### config.mk
export PLATFORM = sky130hd
export DESIGN_NAME = bbl_lane
export DESIGN_NICKNAME = d
export VERILOG_FILES = /design/src/design/bbl_pkg.sv /design/src/design/bbl_lane.sv
export VERILOG_INCLUDE_DIRS = /design/src /design/src/design
export SDC_FILE = /design/constraint.sdc
export NUM_CORES = 1
export LEC_CHECK = 0
export ABC_CLOCK_PERIOD_IN_PS = 11700
export BUFFER_PORTS_ARGS = -buffer_cell sky130_fd_sc_hd__clkbuf_2
export CORE_ASPECT_RATIO = 1.5
export CORE_MARGIN = 10
export CORE_UTILIZATION = 55
export CTS_CLUSTER_SIZE = 30
export DETAILED_ROUTE_END_ITERATION = 12
export PLACE_DENSITY = 0.74
export SETUP_SLACK_MARGIN = 0.1
export SLEW_MARGIN = 5
export SYNTH_ARGS = -nofsm -noshare
export SYNTH_HDL_FRONTEND = slang
export SYNTH_SLANG_ARGS = --single-unit
### constraint.sdc
create_clock -name clk -period 11.7 [get_ports clk]
set_clock_uncertainty 0.1 [all_clocks]
set_input_delay 0.585 -clock clk [delete_from_list [all_inputs] [get_ports clk]]
set_output_delay 0.585 -clock clk [all_outputs]
set_load 0.005 [all_outputs]
### src/design/assert_macros.svh
// assertion helpers shared by the rtl files
`ifndef ASSERT_MACROS_SVH
`define ASSERT_MACROS_SVH

// antecedent in the same cycle implies consequent
`define ASSERT_IMPLIES(lbl, ante, cons, msg) \
  lbl: assert property (@(posedge clk) disable iff (rst) (ante) |-> (cons)) else $error(msg);

// antecedent implies consequent in the next cycle
`define ASSERT_NEXT(lbl, ante, cons, msg) \
  lbl: assert property (@(posedge clk) disable iff (rst) (ante) |=> (cons)) else $error(msg);

// condition never holds
`define ASSERT_NEVER(lbl, cond, msg) \
  lbl: assert property (@(posedge clk) disable iff (rst) !(cond)) else $error(msg);

`endif

### src/design/bbl_pkg.sv
package bbl_pkg;

  localparam int MAX_WIDTH  = 1024;
  localparam int MAX_HEIGHT = 1024;
  localparam int COL_W      = $clog2(MAX_WIDTH);
  localparam int ROW_W      = $clog2(MAX_HEIGHT);
  localparam int CFG_W      = 11;
  localparam int IDX_W      = 2;
  localparam int PIX_W      = 24;
  localparam int RECIP_SHIFT = 17;

  localparam logic [IDX_W-1:0] REG_FRAME_WIDTH  = 2'd0;
  localparam logic [IDX_W-1:0] REG_FRAME_HEIGHT = 2'd1;

  typedef struct packed {
    logic [7:0] in_red;
    logic [7:0] in_green;
    logic [7:0] in_blue;
  } pixel_in_t;

  typedef struct packed {
    logic [7:0] out_red;
    logic [7:0] out_green;
    logic [7:0] out_blue;
    logic       last_of_run;
    logic       end_of_frame;
  } pixel_out_t;

  typedef struct packed {
    logic load_sum;
    logic load_mul;
  } lane_ctrl_t;

  // ceil(2^RECIP_SHIFT / (2*cnt)), exact quotient for every value the lanes produce
  function automatic logic [16:0] recip(input logic [3:0] cnt);
    logic [16:0] r;
    case (cnt)
      4'd1:    r = 17'd65536;
      4'd2:    r = 17'd32768;
      4'd3:    r = 17'd21846;
      4'd4:    r = 17'd16384;
      4'd5:    r = 17'd13108;
      4'd6:    r = 17'd10923;
      4'd7:    r = 17'd9363;
      4'd8:    r = 17'd8192;
      4'd9:    r = 17'd7282;
      default: r = 17'd0;
    endcase
    return r;
  endfunction

endpackage

### src/design/bbl_lane.sv
`include "assert_macros.svh"

module bbl_lane import bbl_pkg::*; (
  input  logic            clk,
  input  logic            rst,
  input  lane_ctrl_t      ctrl,
  input  logic [8:0][7:0] taps,
  input  logic [8:0]      tap_valid,
  output logic [7:0]      mean
);

  logic [11:0] sum;
  logic [11:0] sum_next;
  logic [3:0]  cnt;
  logic [3:0]  cnt_next;
  logic [29:0] prod;
  logic [12:0] num;

  always_comb begin
    sum_next = '0;
    cnt_next = '0;
    for (int i = 0; i < 9; i++) begin
      if (tap_valid[i]) begin
        sum_next = sum_next + 12'(taps[i]);
        cnt_next = cnt_next + 4'd1;
      end
    end
  end

  // rounded numerator 2*sum + count
  assign num = {sum, 1'b0} + 13'(cnt);

  always_ff @(posedge clk) begin
    if (ctrl.load_sum) begin
      sum <= sum_next;
      cnt <= cnt_next;
    end
    if (ctrl.load_mul) begin
      prod <= 30'(num) * 30'(recip(cnt));
    end
  end

  assign mean = prod[RECIP_SHIFT +: 8];

  `ASSERT_IMPLIES(a_cnt_nonzero, ctrl.load_mul, cnt != 4'd0, "lane divides by empty window")

endmodule

==> results of run 1 <==
per-layer routing:
metal / wire (um) / vias up / GRT usage, %
li1: - / 4434 / -
met2: 14500 / 197 / 38.7
met1: 9170 / 4440 / 18.2
met3: 682 / 61 / 1.64
met5: 0 / - / 0
met4: 1040 / 0 / 8.85
Yosys cell counts (all sizes together) (3+ instances only):
cell type	number	area, um^2
nor2b	49	314
xor2	22	193
nand3	14	70.1
or3	3	20.0
a21o	20	151
o21bai	9	67.6
nor3	17	85.1
a21oi	53	284
o22ai	5	37.5
o211a	3	30.0
buf	3	17.5
nor3b	3	22.5
mux2i	14	140
o31ai	7	66.3
xnor2	60	544
nor2	64	240
o21a	33	248
nand4	3	18.8
ha	129	1610
a211oi	6	45.0
o21ai	54	270
edfxtp	24	721
a21boi	4	30.0
clkbuf	39	148
o31a	6	61.3
and3	4	31.3
nand2b	17	106
and2	35	219
inv	218	818
dfxtp	15	300
fa	165	3300
a31oi	3	25.0
nand2	171	642
mux2	29	327
worst register-to-register path, delay by kind of cell (launching register included):
kind	cells	cell delay (ns)
xor+xnor	2	0.81
simple gates	6	0.78
compound gates	7	1.59
buf+inv	3	0.24
fa+ha+maj	8	3.38
flops	1	0.40
logic make-up (layout without fill, tap and decap cells):
logic type,count (synthesis),count (layout),share of synthesized area (%)
flip-flops,39,39,8.85
XOR/XNOR,84,84,6.81
AND/OR/NAND/NOR,390,390,16.1
multiplexers,43,43,4.05
buffers and inverters,261,327,8.56
adder cells (fa/ha/maj),294,294,42.6
AO/OA/AOI/OAI,221,221,13.0
cells in the final DEF (no fill, tap or decap), drive strengths merged, types with 3 or more instances in the layout:
cell type | netlist | final
inv | 218 | 219
nand2 | 171 | 171
fa | 165 | 165
ha | 129 | 129
clkbuf | 39 | 96
nor2 | 64 | 64
xnor2 | 60 | 60
o21ai | 54 | 54
a21oi | 53 | 53
nor2b | 49 | 49
and2 | 35 | 35
o21a | 33 | 33
mux2 | 29 | 29
edfxtp | 24 | 24
xor2 | 22 | 22
a21o | 20 | 20
nor3 | 17 | 17
nand2b | 17 | 17
dfxtp | 15 | 15
nand3 | 14 | 14
mux2i | 14 | 14
o21bai | 9 | 9
buf | 3 | 9
o31ai | 7 | 7
a211oi | 6 | 6
o31a | 6 | 6
o22ai | 5 | 5
a21boi | 4 | 4
and3 | 4 | 4
nand4 | 3 | 3
o211a | 3 | 3
nor3b | 3 | 3
or3 | 3 | 3
a31oi | 3 | 3
path summary, 6_finish.rpt:
check / to / startpoint / cells after the start / slack, ns
min: prod[22] / ctrl[0] / 1 / 0.55
min reg2reg: flip-flop / cnt[3] / 2 / 0.62
max reg2reg: prod[24] / cnt[1] / 26 / 4.13
max: sum[10] / tap_valid[0] / 46 / 2.26
final cells by class:
class / count / share of cell area [%]
Multi-Input combinational cell: 1032 / 77.0
Sequential cell: 39 / 8.25
Inverter: 219 / 6.65
Timing Repair Buffer: 100 / 4.23
Tap cell: 264 / 2.67
Clock buffer: 5 / 1.01
Clock inverter: 3 / 0.192
metrics by stage:
| step | instances | instance area [um^2] | utilization, % |
|---|---|---|---|
| after CTS | 1662 | 12400 | 60.3 |
| after detailed placement | 1654 | 12200 | 59.6 |
| after global routing | 1662 | 12400 | 60.3 |
| after floorplan | 1332 | 11500 | - |
| after global placement | 1654 | 12200 | 59.6 |
| final | 1662 | 12400 | 60.3 |
==> summary.md, run 1 <==
| Metric | Value |
|---|---|
| Status | completed |
| Hold buffer count at CTS | 0 |
| Number of synthesized flops with an enable pin | 24 |
| Tmin final | between 9 and 10 ns |
| Number of diodes | 0 |
| DRT antenna net count | 0 |
| Class of the most critical setup path | input port to flip-flop |
| Bufs on Longest Clock Path | 2 |
| Ys flop type | edfxtp_1 |
| Final net count | between 1500 and 2000 |
| Initial Util | about 56% |
| Total grt overflow | 0 |
| Residual DRC count | 0 |
| Syn Std Cell Area | ~0.012 mm^2 |
| Worst path slowest cell | fa_1 |
| Post CTS Setup Buffer Count | 0 |
| Storage element area | about 0.0010 mm^2 |
| Crit path largest cell delay | between 0.4 and 0.5 ns |
| Later-pin clock latency in the skew report | around 0.30 ns |
| Bufs and invs on worst path | 3 |
| Iter 0 DRT Violations | between 300 and 400 |
| Setup TNS | 0 ns |
| Synthesized flop and latch total | 39 |
| Worst Tran Pin Value | just over 0.9 ns |
| Port Buffers | between 90 and 100 |
| FP Rows | 64 |
| Max frequency | approximately 0.11 GHz |
| Pins Over Slew Limit | 0 |
| TritonCTS Buffers | 5 |
| Die span in y | between 150 and 200 um |
| Syn Inst Count | roughly 1300 |
| Register area share after synthesis | 8.85% |
| Die X | 138 um |
| Clock root cell | clkbuf_16 |
| CP top delay family | compound AO/OA/AOI/OAI gates |
| Final GP Congestion | ~0.9 |
| Core Region | roughly 0.020 mm^2 |
| Final setup fails | 0 |
| Synth-to-Final Area Change | 7.26% |
| Hold Crit Class | input port to flip-flop |
| Filler cells | about 1900 |
| Fin crit share | around four fifths |
| Worst setup margin | 2.26 ns |
| First-pass GRT wire length | between 40 and 50 mm |
| Mean Syn Cell Area | slightly below 9 um^2 |
| Dpl hpwl | about 22 mm |
| Pre-CTS setup slack | just under 2 ns |
| Critical path's most frequent cell | ha_1 |
| Clk sinks | 39 |
| Vias per cell | ~5.5 |
| WL final | 25.4 mm |
| Critical Path Start Type | input port |
| RSZ-0062 raised after global routing | false |
| YS warnings | 0 |
| Worst slew margin | a little under two fifths |
| IO Pins | slightly above 90 |
| Arr. time, crit path | between 9 and 10 ns |
| Layout cells sized above 1 | 11.5% |
| Resized Gates After CTS | 0 |
| Mapped Nets | 1711 |
| MaxCap Viol Count | 0 |
| Via count of the first global-routing pass | roughly 10000 |
| Hold Slack | 0.546 ns |
| Htree depth | 2 |
| Multi-input gate area | 0.00953 mm^2 |
| Final Hold Viols | 0 |
| Fraction of registers with async set/reset | 0% |
| First-pass DRT Iterations | 5 |
| Largest net degree at the start of global routing | 24 |
| CP Max Fanout | 10 |
| CTS tree | done |
| Crit. End Element | flip-flop |
| Die area | around 0.027 mm^2 |
| WP data required | about 12 ns |
| Clk slew on worst S/H paths | around 0.07 ns |
| Via count | ~9100 |
| Avg WL per Cell | ~15 um |
| Tot GR Track Use | a little under a fifth |
| Synth cell types | 79 |
| Initial antenna violation count | 0 |
Power of run 1 is left out: the tool's default activity adds up to more than one toggle a clock period on the data nets, which glitch-free logic cannot reach.
==> run 2, diff against run 1 <==
--- a/config.mk
+++ b/config.mk
@@ -6,7 +6,7 @@
 export SDC_FILE = /design/constraint.sdc
 export NUM_CORES = 1
 export LEC_CHECK = 0
-export ABC_CLOCK_PERIOD_IN_PS = 11700
+export ABC_CLOCK_PERIOD_IN_PS = 9750
 export BUFFER_PORTS_ARGS = -buffer_cell sky130_fd_sc_hd__clkbuf_2
 export CORE_ASPECT_RATIO = 1.5
 export CORE_MARGIN = 10
==> constraint.sdc (replaced) <==
create_clock -name clk -period 9.75 [get_ports clk]
set_clock_uncertainty 0.1 [all_clocks]
set_input_delay 0.4875 -clock clk [delete_from_list [all_inputs] [get_ports clk]]
set_output_delay 0.4875 -clock clk [all_outputs]
set_load 0.005 [all_outputs]
==> summary.md, run 2 (synthesized netlist as in run 1, its figures left out) <==
| Metric | Value |
|---|---|
| Avg WL per Cell | ~15 um |
| Post CTS Setup Buffer Count | 0 |
| Largest net degree at the start of global routing | 24 |
| Final net count | roughly 1800 |
| FP Rows | 64 |
| Layout cells sized above 1 | about an eighth |
| Setup TNS | 0 ns |
| Worst slew margin | 27.9% |
| DRT antenna net count | 0 |
| MaxCap Viol Count | 0 |
| Via count | 9065 |
| Clock root cell | clkbuf_16 |
| Fin crit share | about 92% |
| Pins Over Slew Limit | 0 |
| WP data required | between 9 and 10 ns |
| Critical Path Start Type | input port |
| CP top delay family | adder cells |
| Crit. End Element | flip-flop |
| Later-pin clock latency in the skew report | about 0.29 ns |
| Tmin final | 8.96 ns |
| Final GP Congestion | just under 0.9 |
| Bufs and invs on worst path | 5 |
| Port Buffers | 91 |
| Tot GR Track Use | approximately a fifth |
| Core Region | 0.0205 mm^2 |
| Via count of the first global-routing pass | slightly below 10000 |
| Dpl hpwl | approximately 22 mm |
| Clk slew on worst S/H paths | around 0.07 ns |
| RSZ-0062 raised after global routing | false |
| IO Pins | 93 |
| Die area | 0.0273 mm^2 |
| Max frequency | 0.112 GHz |
| Synth-to-Final Area Change | 7.75% |
| Iter 0 DRT Violations | around 370 |
| Residual DRC count | 0 |
| Worst Tran Pin Value | about 1.1 ns |
| CTS tree | done |
| Bufs on Longest Clock Path | 2 |
| Hold Crit Class | input port to flip-flop |
| First-pass DRT Iterations | 5 |
| Final Hold Viols | 0 |
| Status | completed |
| Htree depth | 2 |
| Class of the most critical setup path | input port to flip-flop |
| First-pass GRT wire length | 43.4 mm |
| TritonCTS Buffers | 5 |
| Commonest cells after routing, fill and taps aside | inv_1, nand2_1, fa_1 |
| Die span in y | 197 um |
| Resized Gates After CTS | 0 |
| Total grt overflow | 0 |
| Worst reg2reg setup slack | about 2.0 ns |
| Hold buffer count at CTS | 0 |
| Initial Util | 56.3% |
| Initial antenna violation count | 0 |
| Die X | ~140 um |
| Commonest non-fill, non-tap cell in the layout | inv_1 |
| Final setup fails | 0 |
| CP Max Fanout | 10 |
| Number of diodes | 0 |
| Vias per cell | 5.45 |
| Worst path slowest cell | fa_1 |
| Clk sinks | 39 |
| Crit path largest cell delay | approximately 0.52 ns |
| Arr. time, crit path | 8.90 ns |
| WL final | roughly 25 mm |
-- run 2: worst paths after layout --
path | start | to | cells past startpoint
hold reg to reg | cnt[3] | flip-flop | 2
setup / recovery | tap_valid[0] | sum[10] | 41
setup reg to reg | cnt[1] | prod[24] | 24
hold / removal | ctrl[0] | prod[24] | 1
-- run 2: final cells by class --
type / instances / area (um^2)
Clock buffer: 5 / 125
Clock inverter: 3 / 23.8
Fill cell: 1892 / 8070
Inverter: 219 / 822
Multi-Input combinational cell: 1032 / 9570
Sequential cell: 39 / 1020
Tap cell: 264 / 330
Timing Repair Buffer: 101 / 533
-- run 2: through the flow --
step           setup WS, ns  util (%)  hold WS [ns]  instance area [um^2]  instances
2_1_floorplan          1.04         -         0.500                 11500       1332
4_1_cts               0.387      60.4         0.454                 12400       1663
5_1_grt               0.105      60.6         0.474                 12400       1663
6_report              0.792      60.6         0.453                 12400       1663
3_5_place_dp          0.117      59.7         0.598                 12200       1655
3_3_place_gp          0.370      59.7         0.610                 12200       1655
-- run 2: per-layer routing --
| metal | vias to the layer above | share of wire [%] | GRT usage (%) |
|---|---|---|---|
| li1 | 4434 | - | - |
| met1 | 4418 | 36 | 18.8 |
| met2 | 176 | 58 | 38.7 |
| met3 | 37 | 3.0 | 1.71 |
| met4 | 0 | 2.8 | 5.87 |
| met5 | - | 0 | 0 |
Power of run 2 is left out for the same reason.
==> run 3, diff against run 2 <==
--- a/config.mk
+++ b/config.mk
@@ -6,14 +6,14 @@
 export SDC_FILE = /design/constraint.sdc
 export NUM_CORES = 1
 export LEC_CHECK = 0
-export ABC_CLOCK_PERIOD_IN_PS = 9750
+export ABC_CLOCK_PERIOD_IN_PS = 7500
 export BUFFER_PORTS_ARGS = -buffer_cell sky130_fd_sc_hd__clkbuf_2
 export CORE_ASPECT_RATIO = 1.5
 export CORE_MARGIN = 10
 export CORE_UTILIZATION = 55
 export CTS_CLUSTER_SIZE = 30
 export DETAILED_ROUTE_END_ITERATION = 12
-export PLACE_DENSITY = 0.74
+export PLACE_DENSITY = 0.77
 export SETUP_SLACK_MARGIN = 0.1
 export SLEW_MARGIN = 5
 export SYNTH_ARGS = -nofsm -noshare
==> constraint.sdc (replaced) <==
create_clock -name clk -period 7.5 [get_ports clk]
set_clock_uncertainty 0.1 [all_clocks]
set_input_delay 0.375 -clock clk [delete_from_list [all_inputs] [get_ports clk]]
set_output_delay 0.375 -clock clk [all_outputs]
set_load 0.01 [all_outputs]
==> summary.md, run 3 (synthesized netlist as in run 1, its figures left out) <==
| Metric | Value |
|---|---|
| Status | finished with violations |
| Failing checks | setup timing |
| TritonCTS Buffers | 5 |
| GR peak layer | met2 |
| CP Max Fanout | 4 |
| WL final | 29.9 mm |
| CTS tree | done |
| GR Layer Usage met3 | about 2.2% |
| Worst Tran Pin Value | between 0.7 and 0.8 ns |
| Max frequency | around 0.12 GHz |
| Critical path's most frequent cell | ha_4 |
| Hold buffer count at CTS | 0 |
| Final GP Congestion | approximately 0.95 |
| Later-pin clock latency in the skew report | between 0.2 and 0.3 ns |
| Via count of the first global-routing pass | about 11000 |
| Layout cells sized above 1 | a little over a quarter |
| Htree depth | 2 |
| Post-route design area | about 0.014 mm^2 |
| First-pass DRT Iterations | 5 |
| MaxCap Viol Count | 0 |
| Via count | around 10000 |
| Critical Path Start Type | input port |
| Iter 0 DRT Violations | about 490 |
| Worst path slowest cell | fa_2 |
| Die span in y | between 150 and 200 um |
| Fin crit share | 112% |
| Arr. time, crit path | 8.38 ns |
| Crit path largest cell delay | 0.44 ns |
| Core Region | ~0.020 mm^2 |
| Commonest cells after routing, fill and taps aside | inv_1, nand2_1, buf_4 |
| Filler cells | 1545 |
| Placed inst area | between 0.01 and 0.015 mm^2 |
| Hold Crit Class | input port to flip-flop |
| Final Hold Viols | 0 |
| Commonest non-fill, non-tap cell in the layout | inv_1 |
| Port Buffers | between 90 and 100 |
| Die area | ~0.027 mm^2 |
| FP Rows | between 60 and 70 |
| Tot GR Track Use | a little over a fifth |
| Avg WL per Cell | roughly 16 um |
| Met2 usage | a little over two fifths |
| Bufs on Longest Clock Path | 2 |
| DRT antenna net count | 0 |
| Pins Over Slew Limit | 0 |
| Tmin final | between 8 and 9 ns |
| Final setup fails | 7 |
| Dpl hpwl | ~24 mm |
| Clock root cell | clkbuf_16 |
| Final net count | roughly 1900 |
| Class of the most critical setup path | input port to flip-flop |
| RSZ-0062 raised after global routing | true |
| Worst slew margin | roughly half |
| IO Pins | 93 |
| Residual DRC count | 0 |
| Initial Util | about 56% |
| CP top delay family | compound AO/OA/AOI/OAI gates |
| First-pass GRT wire length | roughly 49 mm |
| Clk slew on worst S/H paths | around 0.07 ns |
| Die X | roughly 140 um |
| Synth-to-Final Area Change | 23.8% |
| Bufs and invs on worst path | 3 |
| WP data required | 7.45 ns |
| Initial antenna violation count | 0 |
| Vias per cell | roughly 5.5 |
| Met1 usage in global routing | roughly a fifth |
| Largest net degree at the start of global routing | 24 |
| Crit. End Element | flip-flop |
| Number of diodes | 0 |
| Worst setup margin | -0.930 ns |
| Clk sinks | 39 |
| Total grt overflow | 0 |
==> run 3: changes by cell type in the layout (fill, tap and decap cells not counted), moves of 5 or more <==
cell,before,now
buf_4,10,165
ha_1,129,106
ha_4,0,23
a21oi_1,46,30
a21oi_2,6,22
o21ai_0,51,35
o21ai_1,2,12
nor2_1,64,58
nor2_2,0,5
o21ai_2,1,6
==> run 3: worst paths after layout <==
kind                     start        end  slack (ns)  depth (start not counted)
setup / recovery  tap_valid[0]    sum[10]       -0.93                         46
hold / removal         ctrl[0]   prod[23]        0.34                          1
setup reg to reg        cnt[1]   prod[21]        0.48                         26
hold reg to reg         cnt[3]  flip-flop        0.66                          2
==> run 3: metal layers <==
metal,vias up,routed length (um)
li1,4765,-
met2,297,17000
met3,117,1130
met4,0,1510
met5,-,0
met1,4925,10200
==> run 3: through the flow <==
step / utilization, % / hold WS [ns] / cells / TNS [ns] / worst slack [ns]
after floorplan: - / 0.387 / 1332 / -2.22 / -0.605
after global placement: 65.3 / 0.612 / 1781 / -5.29 / -1.01
after detailed placement: 65.3 / 0.636 / 1781 / -7.49 / -1.30
after CTS: 68.2 / 0.345 / 1819 / -3.23 / -0.680
after global routing: 69.7 / 0.373 / 1825 / -7.46 / -1.32
final: 69.7 / 0.341 / 1825 / -4.59 / -0.930
==> run 3: layout make-up <==
cell class	instances	area [um^2]	share of cell area, %
clock buffer	5	125	0.876
clock inverter	3	25.0	0.175
inverter	219	822	5.76
multi-input combinational	1032	10100	71.1
sequential	39	1020	7.15
tap	264	330	2.31
timing repair buffer	263	1810	12.7
==> run 3: repair_timing <==
item,in CTS,in global routing
pin swaps,34,22
gates resized for setup,38,50
setup buffers,31,11
cloned,0,1
hold endpoints to repair,0,0
endpoints found under the setup margin,9,14
Power of run 3 is left out for the same reason.
